==> src/alpn_sel_pkg.sv <==
// alpn_sel_pkg: types, constants and name tables for the ALPN list selector
// no dependencies; used by the channel interfaces and the top level
`default_nettype none

package alpn_sel_pkg;

    // byte offset counter width and saturation value
    localparam int unsigned CNT_W = 17;
    localparam logic [CNT_W-1:0] COUNT_MAX = {CNT_W{1'b1}};

    // protocol name lengths
    localparam logic [3:0] H3_LEN = 4'd2;
    localparam logic [3:0] HQ_LEN = 4'd10;

    typedef logic [7:0] byte_t;
    typedef logic [1:0] choice_t;

    // choice codes
    localparam choice_t CHOICE_NONE = 2'd0;
    localparam choice_t CHOICE_H3   = 2'd1;
    localparam choice_t CHOICE_HQ   = 2'd2;

    // expected byte of "h3" at a name position
    function automatic byte_t h3_byte(input logic [3:0] idx);
        byte_t val;
        unique case (idx)
            4'd0:    val = 8'h68;
            4'd1:    val = 8'h33;
            default: val = 8'h00;
        endcase
        return val;
    endfunction

    // expected byte of "hq-interop" at a name position
    function automatic byte_t hq_byte(input logic [3:0] idx);
        byte_t val;
        unique case (idx)
            4'd0:    val = 8'h68;
            4'd1:    val = 8'h71;
            4'd2:    val = 8'h2d;
            4'd3:    val = 8'h69;
            4'd4:    val = 8'h6e;
            4'd5:    val = 8'h74;
            4'd6:    val = 8'h65;
            4'd7:    val = 8'h72;
            4'd8:    val = 8'h6f;
            4'd9:    val = 8'h70;
            default: val = 8'h00;
        endcase
        return val;
    endfunction

endpackage

`default_nettype wire

==> src/alpn_sel_if.sv <==
// alpn_sel_if: valid/ready channel interfaces for extension bytes and choices
// depends on alpn_sel_pkg for payload types
`default_nettype none

interface alpn_sel_in_if
    import alpn_sel_pkg::*;
();
    logic  valid;
    logic  ready;
    byte_t ext_byte;
    logic  last_byte;

    modport source (output valid, output ext_byte, output last_byte, input ready);
    modport sink   (input valid, input ext_byte, input last_byte, output ready);
endinterface

interface alpn_sel_out_if
    import alpn_sel_pkg::*;
();
    logic    valid;
    logic    ready;
    choice_t choice;

    modport source (output valid, output choice, input ready);
    modport sink   (input valid, input choice, output ready);
endinterface

`default_nettype wire

==> src/alpn_list_selector_unit.sv <==
// Result: a request with last_byte set shows its choice in the cycle after acceptance.
// Throughput: one extension byte per cycle; each byte updates the scan state in one
// pass of comparators and 17-bit and 18-bit adders; while a choice waits to be taken the
// input is held off, and a request is taken again in the cycle the choice drains.
// Reset: rst_n is asynchronous, active low; it clears all scan state and the
// result valid; after each last byte the scan state returns to its reset value.
// alpn_list_selector_unit: top level, scans an ALPN protocol list byte by byte
// depends on alpn_sel_pkg and the channel interfaces in alpn_sel_if.sv
`default_nettype none

module alpn_list_selector_unit
    import alpn_sel_pkg::*;
(
    input  wire logic      clk,
    input  wire logic      rst_n,
    alpn_sel_in_if.sink    in_ch,
    alpn_sel_out_if.source out_ch
);

    // scan state
    logic [CNT_W-1:0] byte_count_reg, byte_count_next;
    logic [CNT_W-1:0] list_lim_reg, list_lim_next;
    logic [CNT_W-1:0] entry_end_reg, entry_end_next;
    logic [3:0]       name_pos_reg, name_pos_next;
    logic             in_name_reg, in_name_next;
    logic             h3_cand_reg, h3_cand_next;
    logic             hq_cand_reg, hq_cand_next;
    logic             found_h3_reg, found_h3_next;
    logic             found_hq_reg, found_hq_next;
    logic             stopped_reg, stopped_next;

    // result register
    logic    out_valid_reg;
    choice_t choice_reg, choice_next;

    logic       in_acc;
    logic [CNT_W:0] entry_end_wide;
    logic       h3_c, hq_c;

    // accept while the result slot is free or draining this cycle
    assign in_ch.ready   = !out_valid_reg || out_ch.ready;
    assign in_acc        = in_ch.valid && in_ch.ready;
    assign out_ch.valid  = out_valid_reg;
    assign out_ch.choice = choice_reg;

    // end offset of an entry whose length byte is at the current position
    assign entry_end_wide = {1'b0, byte_count_reg} + {{CNT_W{1'b0}}, 1'b1}
                          + {{(CNT_W-7){1'b0}}, in_ch.ext_byte};

    // per-byte scan update
    always_comb
    begin
        byte_count_next = byte_count_reg;
        list_lim_next   = list_lim_reg;
        entry_end_next  = entry_end_reg;
        name_pos_next   = name_pos_reg;
        in_name_next    = in_name_reg;
        h3_cand_next    = h3_cand_reg;
        hq_cand_next    = hq_cand_reg;
        found_h3_next   = found_h3_reg;
        found_hq_next   = found_hq_reg;
        stopped_next    = stopped_reg;
        choice_next     = CHOICE_NONE;
        h3_c            = 1'b0;
        hq_c            = 1'b0;

        if (byte_count_reg == '0)
        begin
            // high byte of the list length
            list_lim_next = {{(CNT_W-8){1'b0}}, in_ch.ext_byte};
        end
        else if (byte_count_reg == {{(CNT_W-1){1'b0}}, 1'b1})
        begin
            // list end offset is 2 plus the length
            list_lim_next = {{(CNT_W-16){1'b0}}, list_lim_reg[7:0], in_ch.ext_byte}
                          + {{(CNT_W-2){1'b0}}, 2'd2};
        end
        else if (byte_count_reg < list_lim_reg && !stopped_reg)
        begin
            if (!in_name_reg)
            begin
                // entry length byte
                if (entry_end_wide > {1'b0, list_lim_reg})
                begin
                    stopped_next = 1'b1;
                end
                else
                begin
                    entry_end_next = entry_end_wide[CNT_W-1:0];
                    if (in_ch.ext_byte != 8'd0)
                    begin
                        in_name_next  = 1'b1;
                        name_pos_next = 4'd0;
                        h3_cand_next  = (in_ch.ext_byte == {4'd0, H3_LEN});
                        hq_cand_next  = (in_ch.ext_byte == {4'd0, HQ_LEN});
                    end
                end
            end
            else
            begin
                // name byte: compare against both names
                h3_c = h3_cand_reg && (name_pos_reg < H3_LEN)
                    && (in_ch.ext_byte == h3_byte(name_pos_reg));
                hq_c = hq_cand_reg && (name_pos_reg < HQ_LEN)
                    && (in_ch.ext_byte == hq_byte(name_pos_reg));
                h3_cand_next  = h3_c;
                hq_cand_next  = hq_c;
                name_pos_next = name_pos_reg + 4'd1;
                if (entry_end_wide[CNT_W-1:0] - {{(CNT_W-8){1'b0}}, in_ch.ext_byte}
                    == entry_end_reg)
                begin
                    found_h3_next = found_h3_reg || h3_c;
                    found_hq_next = found_hq_reg || hq_c;
                    in_name_next  = 1'b0;
                end
            end
        end

        // saturating byte counter
        if (byte_count_reg != COUNT_MAX)
        begin
            byte_count_next = byte_count_reg + {{(CNT_W-1){1'b0}}, 1'b1};
        end

        // choice on the last byte, then back to reset state
        if (in_ch.last_byte)
        begin
            if (byte_count_next >= {{(CNT_W-2){1'b0}}, 2'd2}
                && list_lim_next <= byte_count_next)
            begin
                if (found_h3_next)
                begin
                    choice_next = CHOICE_H3;
                end
                else if (found_hq_next)
                begin
                    choice_next = CHOICE_HQ;
                end
            end
            byte_count_next = '0;
            list_lim_next   = '0;
            entry_end_next  = '0;
            name_pos_next   = 4'd0;
            in_name_next    = 1'b0;
            h3_cand_next    = 1'b0;
            hq_cand_next    = 1'b0;
            found_h3_next   = 1'b0;
            found_hq_next   = 1'b0;
            stopped_next    = 1'b0;
        end
    end

    // scan state registers
    always_ff @(posedge clk or negedge rst_n)
    begin
        if (!rst_n)
        begin
            byte_count_reg <= '0;
            list_lim_reg   <= '0;
            entry_end_reg  <= '0;
            name_pos_reg   <= 4'd0;
            in_name_reg    <= 1'b0;
            h3_cand_reg    <= 1'b0;
            hq_cand_reg    <= 1'b0;
            found_h3_reg   <= 1'b0;
            found_hq_reg   <= 1'b0;
            stopped_reg    <= 1'b0;
        end
        else if (in_acc)
        begin
            byte_count_reg <= byte_count_next;
            list_lim_reg   <= list_lim_next;
            entry_end_reg  <= entry_end_next;
            name_pos_reg   <= name_pos_next;
            in_name_reg    <= in_name_next;
            h3_cand_reg    <= h3_cand_next;
            hq_cand_reg    <= hq_cand_next;
            found_h3_reg   <= found_h3_next;
            found_hq_reg   <= found_hq_next;
            stopped_reg    <= stopped_next;
        end
    end

    // result valid
    always_ff @(posedge clk or negedge rst_n)
    begin
        if (!rst_n)
        begin
            out_valid_reg <= 1'b0;
        end
        else if (in_acc && in_ch.last_byte)
        begin
            out_valid_reg <= 1'b1;
        end
        else if (out_ch.ready)
        begin
            out_valid_reg <= 1'b0;
        end
    end

    // result payload
    always_ff @(posedge clk)
    begin
        if (in_acc && in_ch.last_byte)
        begin
            choice_reg <= choice_next;
        end
    end

    // a last byte always produces a result next cycle
    a_last_gives_result: assert property (@(posedge clk) disable iff (!rst_n)
        (in_acc && in_ch.last_byte) |=> out_valid_reg)
        else $error("last byte accepted without a result");

    // scan state is cleared after a last byte
    a_last_clears: assert property (@(posedge clk) disable iff (!rst_n)
        (in_acc && in_ch.last_byte) |=> (byte_count_reg == '0 && !in_name_reg
                                         && !found_h3_reg && !found_hq_reg))
        else $error("scan state not cleared after last byte");

    // a name is only open inside the list
    a_entry_in_list: assert property (@(posedge clk) disable iff (!rst_n)
        in_name_reg |-> (entry_end_reg <= list_lim_reg
                         && byte_count_reg > {{(CNT_W-2){1'b0}}, 2'd2}))
        else $error("open entry reaches past the list end");

    // a valid result carries a defined code
    a_choice_code: assert property (@(posedge clk) disable iff (!rst_n)
        out_valid_reg |-> (choice_reg == CHOICE_NONE || choice_reg == CHOICE_H3
                           || choice_reg == CHOICE_HQ))
        else $error("undefined choice code");

endmodule

`default_nettype wire
==> src/flat_wrapper.sv <==
// flat-port wrapper written by rule: the top's interface ports become plain ports
module alpn_list_selector_unit_flat import alpn_sel_pkg::*;
  (clk, rst_n, in_ch_valid, in_ch_ext_byte, in_ch_last_byte, in_ch_ready, out_ch_valid, out_ch_choice, out_ch_ready);
  alpn_sel_in_if in_ch_i ();
  alpn_sel_out_if out_ch_i ();
  input  wire logic clk;
  input  wire logic rst_n;
  input wire logic [$bits(in_ch_i.valid)-1:0] in_ch_valid;
  input wire logic [$bits(in_ch_i.ext_byte)-1:0] in_ch_ext_byte;
  input wire logic [$bits(in_ch_i.last_byte)-1:0] in_ch_last_byte;
  output wire logic [$bits(in_ch_i.ready)-1:0] in_ch_ready;
  output wire logic [$bits(out_ch_i.valid)-1:0] out_ch_valid;
  output wire logic [$bits(out_ch_i.choice)-1:0] out_ch_choice;
  input wire logic [$bits(out_ch_i.ready)-1:0] out_ch_ready;
  assign in_ch_i.valid = in_ch_valid;
  assign in_ch_i.ext_byte = in_ch_ext_byte;
  assign in_ch_i.last_byte = in_ch_last_byte;
  assign in_ch_ready = in_ch_i.ready;
  assign out_ch_valid = out_ch_i.valid;
  assign out_ch_choice = out_ch_i.choice;
  assign out_ch_i.ready = out_ch_ready;
  alpn_list_selector_unit u_core (.clk(clk), .rst_n(rst_n), .in_ch(in_ch_i), .out_ch(out_ch_i));
endmodule
==> config.mk <==
export PLATFORM = sky130hd
export DESIGN_NAME = alpn_list_selector_unit_flat
export DESIGN_NICKNAME = d
export VERILOG_FILES = /design/src/alpn_sel_pkg.sv /design/src/alpn_sel_if.sv /design/src/alpn_list_selector_unit.sv /design/src/flat_wrapper.sv
export SDC_FILE = /design/constraint.sdc
export NUM_CORES = 1
export LEC_CHECK = 0
export ABC_AREA = 1
export BUFFER_PORTS_ARGS = -buffer_cell sky130_fd_sc_hd__buf_2
export CAP_MARGIN = 25
export CORE_ASPECT_RATIO = 2
export CORE_MARGIN = 8
export CORE_UTILIZATION = 30
export CTS_CLUSTER_SIZE = 14
export DETAILED_ROUTE_END_ITERATION = 8
export PLACE_DENSITY = 0.49
export SYNTH_ARGS = -nofsm -noshare
export SYNTH_HDL_FRONTEND = slang
export SYNTH_SLANG_ARGS = --single-unit
export TNS_END_PERCENT = 10
==> constraint.sdc <==
create_clock -name clk -period 4.7 [get_ports clk]
set_input_delay 0.47 -clock clk [delete_from_list [all_inputs] [get_ports clk]]
set_output_delay 0.47 -clock clk [all_outputs]
set_load 0.02 [all_outputs]
* After elaboration in Yosys (flattened, before gate mapping)
Memories as Yosys holds them, arrays and structs flattened. Cells that the tools add are included.
Cells by class: bitwise gates (word level) 2, multipliers 0, reductions and logical operators 26, eq/ne operators 13, shift-type cells 0, mux-type cells 71, $lt $le $gt $ge 6, add/sub/neg operators 6, divide/modulo/power cells 0
Operators with widths (number):
- 17-bit two-way mux | 11
- 8-bit two-way mux | 8
- 1-bit two-way mux | 43
- 4-bit two-way mux | 7
- 17-bit by 1-bit adder with 18-bit output (second input constant) | 1
- 18-bit by 8-bit adder with 18-bit output | 1
- 18-bit by 17-bit > comparator with 1-bit output | 1
- 6-bit AND reduction | 3
- 16-bit by 2-bit adder with 17-bit output (second input constant) | 1
- 17-bit by 1-bit adder with 17-bit output (second input constant) | 1
- 17-bit by 1-bit == test with 1-bit output (second input constant) | 1
- 17-bit == test | 1
- 17-bit by 2-bit >= comparator with 1-bit output (second input constant) | 1
- 17-bit <= comparator | 1
- 17-bit zero test | 1
- 17-bit < comparator | 1
- 17-bit != test (second input constant) | 1
- 17-bit by 8-bit subtractor with 17-bit output | 1
- 8-bit == test | 2
- 7-bit case mux with 2 select lines | 1
- 8-bit by 2-bit == test with 1-bit output (second input constant) | 1
- 8-bit by 4-bit == test with 1-bit output (second input constant) | 1
- 1-bit logical AND | 8
- 2-bit != test (second input constant) | 4
- 16 further kinds | 22
Storage, ports and cells: bits in writable memories 0, memories 1, register bits after elaboration 64, bits of input ports 13, latch bits 0, bits in read-only memories 112
Memories:
- (no name shown) | depth 16, bits a word 7, read ports 1, clocked after Yosys merged registers in 0, write ports 0, line alpn_sel_pkg.sv:37 | unique case (idx)

* Logic depth before layout (Yosys ltp)
depth in word-level cells 15, mapped depth 28, mapped depth without buffers 28

* Worst setup path before layout
No wires, ideal clock.
path kind register to register, start point reg u_core.byte_count_reg[0], end point reg u_core.choice_reg[1], in the netlist u_core.out_ch.choice[1], data pin, period minus slack after synthesis 3.548 ns, data arrival time 3.297 ns, required time 4.449 ns, slack 1.152 ns, cell stages (with the launch flop) 26, buffers on the path 0, cells stage by stage dfrtp_1 inv_1 ha_1 inv_1 fa_1 nand3_1 nand2_1 a31oi_1 xnor2_1 ha_1 nand2_1 inv_1 a21oi_1 nand2_1 nand2_1 nand3_2 inv_2 nand3_2 inv_2 nand2_1 nand2_1 nand3_1 nor2_2 nand3_1 nand3_1 nor2_1
On the way: word-level cells in the longest chain between the ends 10
RTL lines:
- from (decl) | line alpn_list_selector_unit.sv:21 | logic [CNT_W-1:0] byte_count_reg, byte_count_next;
- from (signal assigned) | line alpn_list_selector_unit.sv:171 | byte_count_reg <= byte_count_next;
- 17-bit by 1-bit adder with 18-bit output | line alpn_list_selector_unit.sv:47 | assign entry_end_wide = {1'b0, byte_count_reg} + {{CNT_W{1'b0}}, 1'b1}
- 18-bit by 8-bit adder with 18-bit output | line alpn_list_selector_unit.sv:48 | + {{(CNT_W-7){1'b0}}, in_ch.ext_byte};
- 17-bit by 8-bit subtractor with 17-bit output | line alpn_list_selector_unit.sv:109 | if (entry_end_wide[CNT_W-1:0] - {{(CNT_W-8){1'b0}}, in_ch.ext_byte}
- 17-bit == test | line alpn_list_selector_unit.sv:110 | == entry_end_reg)
- 1-bit two-way mux | line alpn_list_selector_unit.sv:109
- 1-bit two-way mux | line alpn_list_selector_unit.sv:80 | if (!in_name_reg)
- 1-bit two-way mux | line alpn_list_selector_unit.sv:78 | else if (byte_count_reg < list_lim_reg && !stopped_reg)
- 1-bit two-way mux | line alpn_list_selector_unit.sv:72 | else if (byte_count_reg == {{(CNT_W-1){1'b0}}, 1'b1})
- 1-bit two-way mux | line alpn_list_selector_unit.sv:67 | if (byte_count_reg == '0)
- 3-bit OR reduction (no line) or 2-bit two-way mux (tied branches)
- to (signal assigned) | line alpn_list_selector_unit.sv:206 | choice_reg <= choice_next;
- to (decl) | line alpn_list_selector_unit.sv:34 | choice_t choice_reg, choice_next;
Several ways; a longest one is shown, not always the timed one. A chain may end at the register's enable or synchronous reset.

* Final worst setup path
Ends and elaborated chain as after synthesis.

==> results.py <==
metrics = {
    "clocking": {
        "holdBufCountCts": 0,
        "cts_buffers": 9,
        "cts_max_path_buffers": 2,
        "path_clk_slew_ps": 60,
        "worstSkewPairLatency_ps": 350,
        "cts_tree": "yes",
        "cts_resized": 0,
        "clock-root-buffer": "clkbuf_16",
        "cts.sinks": 64,
        "htreeDepth": 3,
        "cts_setup_buffers": 0,
    },
    "global_route": {
        "grt.busiest_layer": "met2",
        "grt_max_degree": 36,
        "grtUsageMet3_pct": 2.462,
        "grt_first_pass_wirelength_mm": 39.76,
        "grt_overflow_total": 0,
        "use_met2_pct": 31.47,
        "track_usage_pct": 18.52,
        "antenna_found_initial": 0,
        "grt_pass1_vias": 7099,
        "use_met1_pct": 21.71,
    },
    "finish": {
        "antennaDiodeCount": 0,
        "fin_nets": 1154,
        "drive_gt1_share_pct": 9.542,
        "fillers": 2486,
        "area_delta_synth_final_pct": 12.07,
        "final_core_util_pct": 33.85,
    },
    "detailed_routing": {
        "vias_per_cell": 5.325,
        "drt_iter0_drc": 470,
        "wl_mm": 25.98,
        "drc": 0,
        "wl_per_cell_um": 19.21,
        "vias": 7200,
        "first_pass_iters": 5,
        "antenna_left": 0,
    },
    "critical_path": {
        "arrival_ps": 4340,
        "timing.rr.start": "u_core.byte_count_reg[0]",
        "reg2reg_slack_ps": 470,
        "timing.critical_path.from": "u_core.byte_count_reg[0]",
        "startpoint_type": "register",
        "reg2reg_to": "u_core.out_ch.choice[1]",
        "crit_fanout": 5,
        "critical_path_class": "register to register",
        "reg2regPathDepth": 22,
        "crit_required_ps": 4810,
        "crit_path_end_kind": "register",
    },
    "power": {
        "leakage_nw": 3.994,
        "vdd_ir_drop_max_mv": 0.1809,
        "powerDensity_mw_per_mm2": 371.4,
    },
    "yosys": {
        "async_flop_share_pct": 96.88,
        "netlist_area_sq_mm": 0.006957,
        "yosysUniqueCellTypes": 49,
        "synth_top_area_share_pct": 22.30,
        "ys_ff_latch": 64,
        "synthTopCellsByArea": "dfrtp_1 (22%), ha_1 (13%), nand2_1 (13%)",
        "syn_avg_cell_area_sq_um": 6.708,
        "synthCells": 1037,
        "mappedNetlistNets": 1127,
        "synth_edf_count": 2,
        "post-synth-top-area-cell": "dfrtp_1",
        "yosysWarnings": 0,
        "synth_ff_type": "dfrtp_1",
        "seq_area_frac_synth_pct": 23.17,
    },
    "sta": {
        "period_needed_ps": 4233,
        "worstMarginPinSlew_ps": 925.9,
        "min_period_over_period_pct": 90.05,
        "setup_viol": 0,
        "rsz0062_at_grt": "false",
        "finClkSkew_ps": 8.428,
        "setup_slack_ps": 467.5,
        "setup_tns_ps": 0,
        "timing.fmax_mhz": 236.3,
        "slew_headroom_pct": 38.27,
        "hold_violations": 0,
        "drv_slew": 0,
    },
    "place": {
        "numPortBuffers": 16,
        "dpl_worst_slack_ps": 294.3,
        "place_congestion": 0.9093,
        "hpwl_mm": 21.02,
    },
    "status": {
        "outcome": "complete, no violations",
    },
    "worst_hold_path": {
        "hp-class": "input port to asynchronous set/reset pin",
    },
    "floorplanning": {
        "core_area_sq_mm": 0.02303,
        "start_util_pct": 30.21,
        "die_y_um": 231.4,
        "rows": 79,
        "die_x_um": 123.7,
        "dieArea_sq_mm": 0.02861,
        "io_pins": 17,
    },
    "run": {
        "max_cap_violations": 0,
    },
}
-- synth_stat cells, types with 3 or more instances --
library cell,number
nand2_1,236
inv_1,156
nand3_1,93
nor2_1,83
ha_1,75
dfrtp_1,62
o21ai_0,51
a21oi_1,42
o22ai_1,34
xor2_1,32
nand4_1,26
nor3_1,19
nand2_2,11
clkbuf_1,10
nor2_2,9
nor4_1,8
o211ai_1,8
buf_2,7
a211oi_1,6
inv_2,6
nand2_4,6
nand3_2,5
nand3b_1,5
nor2_4,4
o21ai_1,4
xnor2_1,4
a31oi_1,3
o21a_1,3
or2_2,3
-- cell type report --
class,instances,area (sq um),share of cell area (%)
Sequential cell,64,1612,20.67
Multi-Input combinational cell,789,4631,59.40
Inverter,164,615.6,7.896
Timing Repair Buffer,36,230.2,2.953
Clock inverter,6,115.1,1.476
Clock buffer,10,239.0,3.065
Tap cell,283,354.1,4.542
-- worst max-delay path: stages (launching register included) --
cell,delay (ps)
dfrtp_1,480
inv_1,180
ha_1,170
inv_1,50
fa_1,420
nand3_1,110
nand2_1,100
a31oi_1,170
xnor2_1,200
ha_1,340
nand2_1,110
inv_1,40
a21oi_1,200
nand2_1,130
nand3b_1,240
nor2_2,160
nand3_1,90
nand2_1,70
nand3_1,120
nor2_2,230
nand3_1,220
nand3_1,130
nor2_1,40
-- cell families after synthesis --
logic type	count (synthesis)	synth area share (%)
xor gates and xnor gates	37	4.856
buffers and inverters	184	10.27
DFF	64	23.17
and+or+nand+nor	513	34.01
AOI/OAI and AO/OA	162	13.63
adders and majority gates	77	14.06
-- metal layers --
metal / wire length, um / part of all wire (%) / vias up
li1: - / - / 3505
met5: 0 / 0 / -
met4: 1341 / 5.2 / 0
met3: 938 / 3.6 / 67
met2: 12910 / 50 / 202
met1: 10790 / 42 / 3426
-- power by group --
part | leakage, nW | switching [W] | internal [W]
Sequential | 0.861 | 0.0000662 | 0.000633
Combinational | 2.96 | 0.000892 | 0.000465
Clock | 0.169 | 0.000304 | 0.000537
-- layout by cell type, fill, tap and decap left out, drive strengths merged, types with 4 or more instances in the layout --
master,n
o21ai,55
xor2,32
nor2,96
nor4,8
ha,75
inv,163
nor3,21
o22ai,34
nand3,99
nand2,253
dfrtp,62
clkbuf,10
o211ai,8
or2,4
a211oi,6
nand3b,5
buf,36
nand4,26
xnor2,4
a21oi,44
-- through the flow --
step	instances	cell area, sq um	power, W	hold WS (ps)
final	1352	7796	0.002896	260.8
after global routing	1352	7796	0.003112	326.3
after CTS	1352	7796	0.002905	288.9
after detailed placement	1336	7442	0.002057	483.1
after global placement	1336	7442	0.002047	478.8
after floorplan	1037	6957	0.001636	174.4
-- worst max path at each step --
stage,end,slack (ps),cells past startpoint
global placement,u_core.out_ch.choice[1],360,22
global route,u_core.out_ch.choice[1],110,21
floorplan,u_core.out_ch.choice[1],1150,25
CTS,u_core.out_ch.choice[1],420,21
finish,u_core.out_ch.choice[1],470,22
detailed placement,u_core.out_ch.choice[1],290,22
Note: power is estimated with default switching activity, not from simulation.
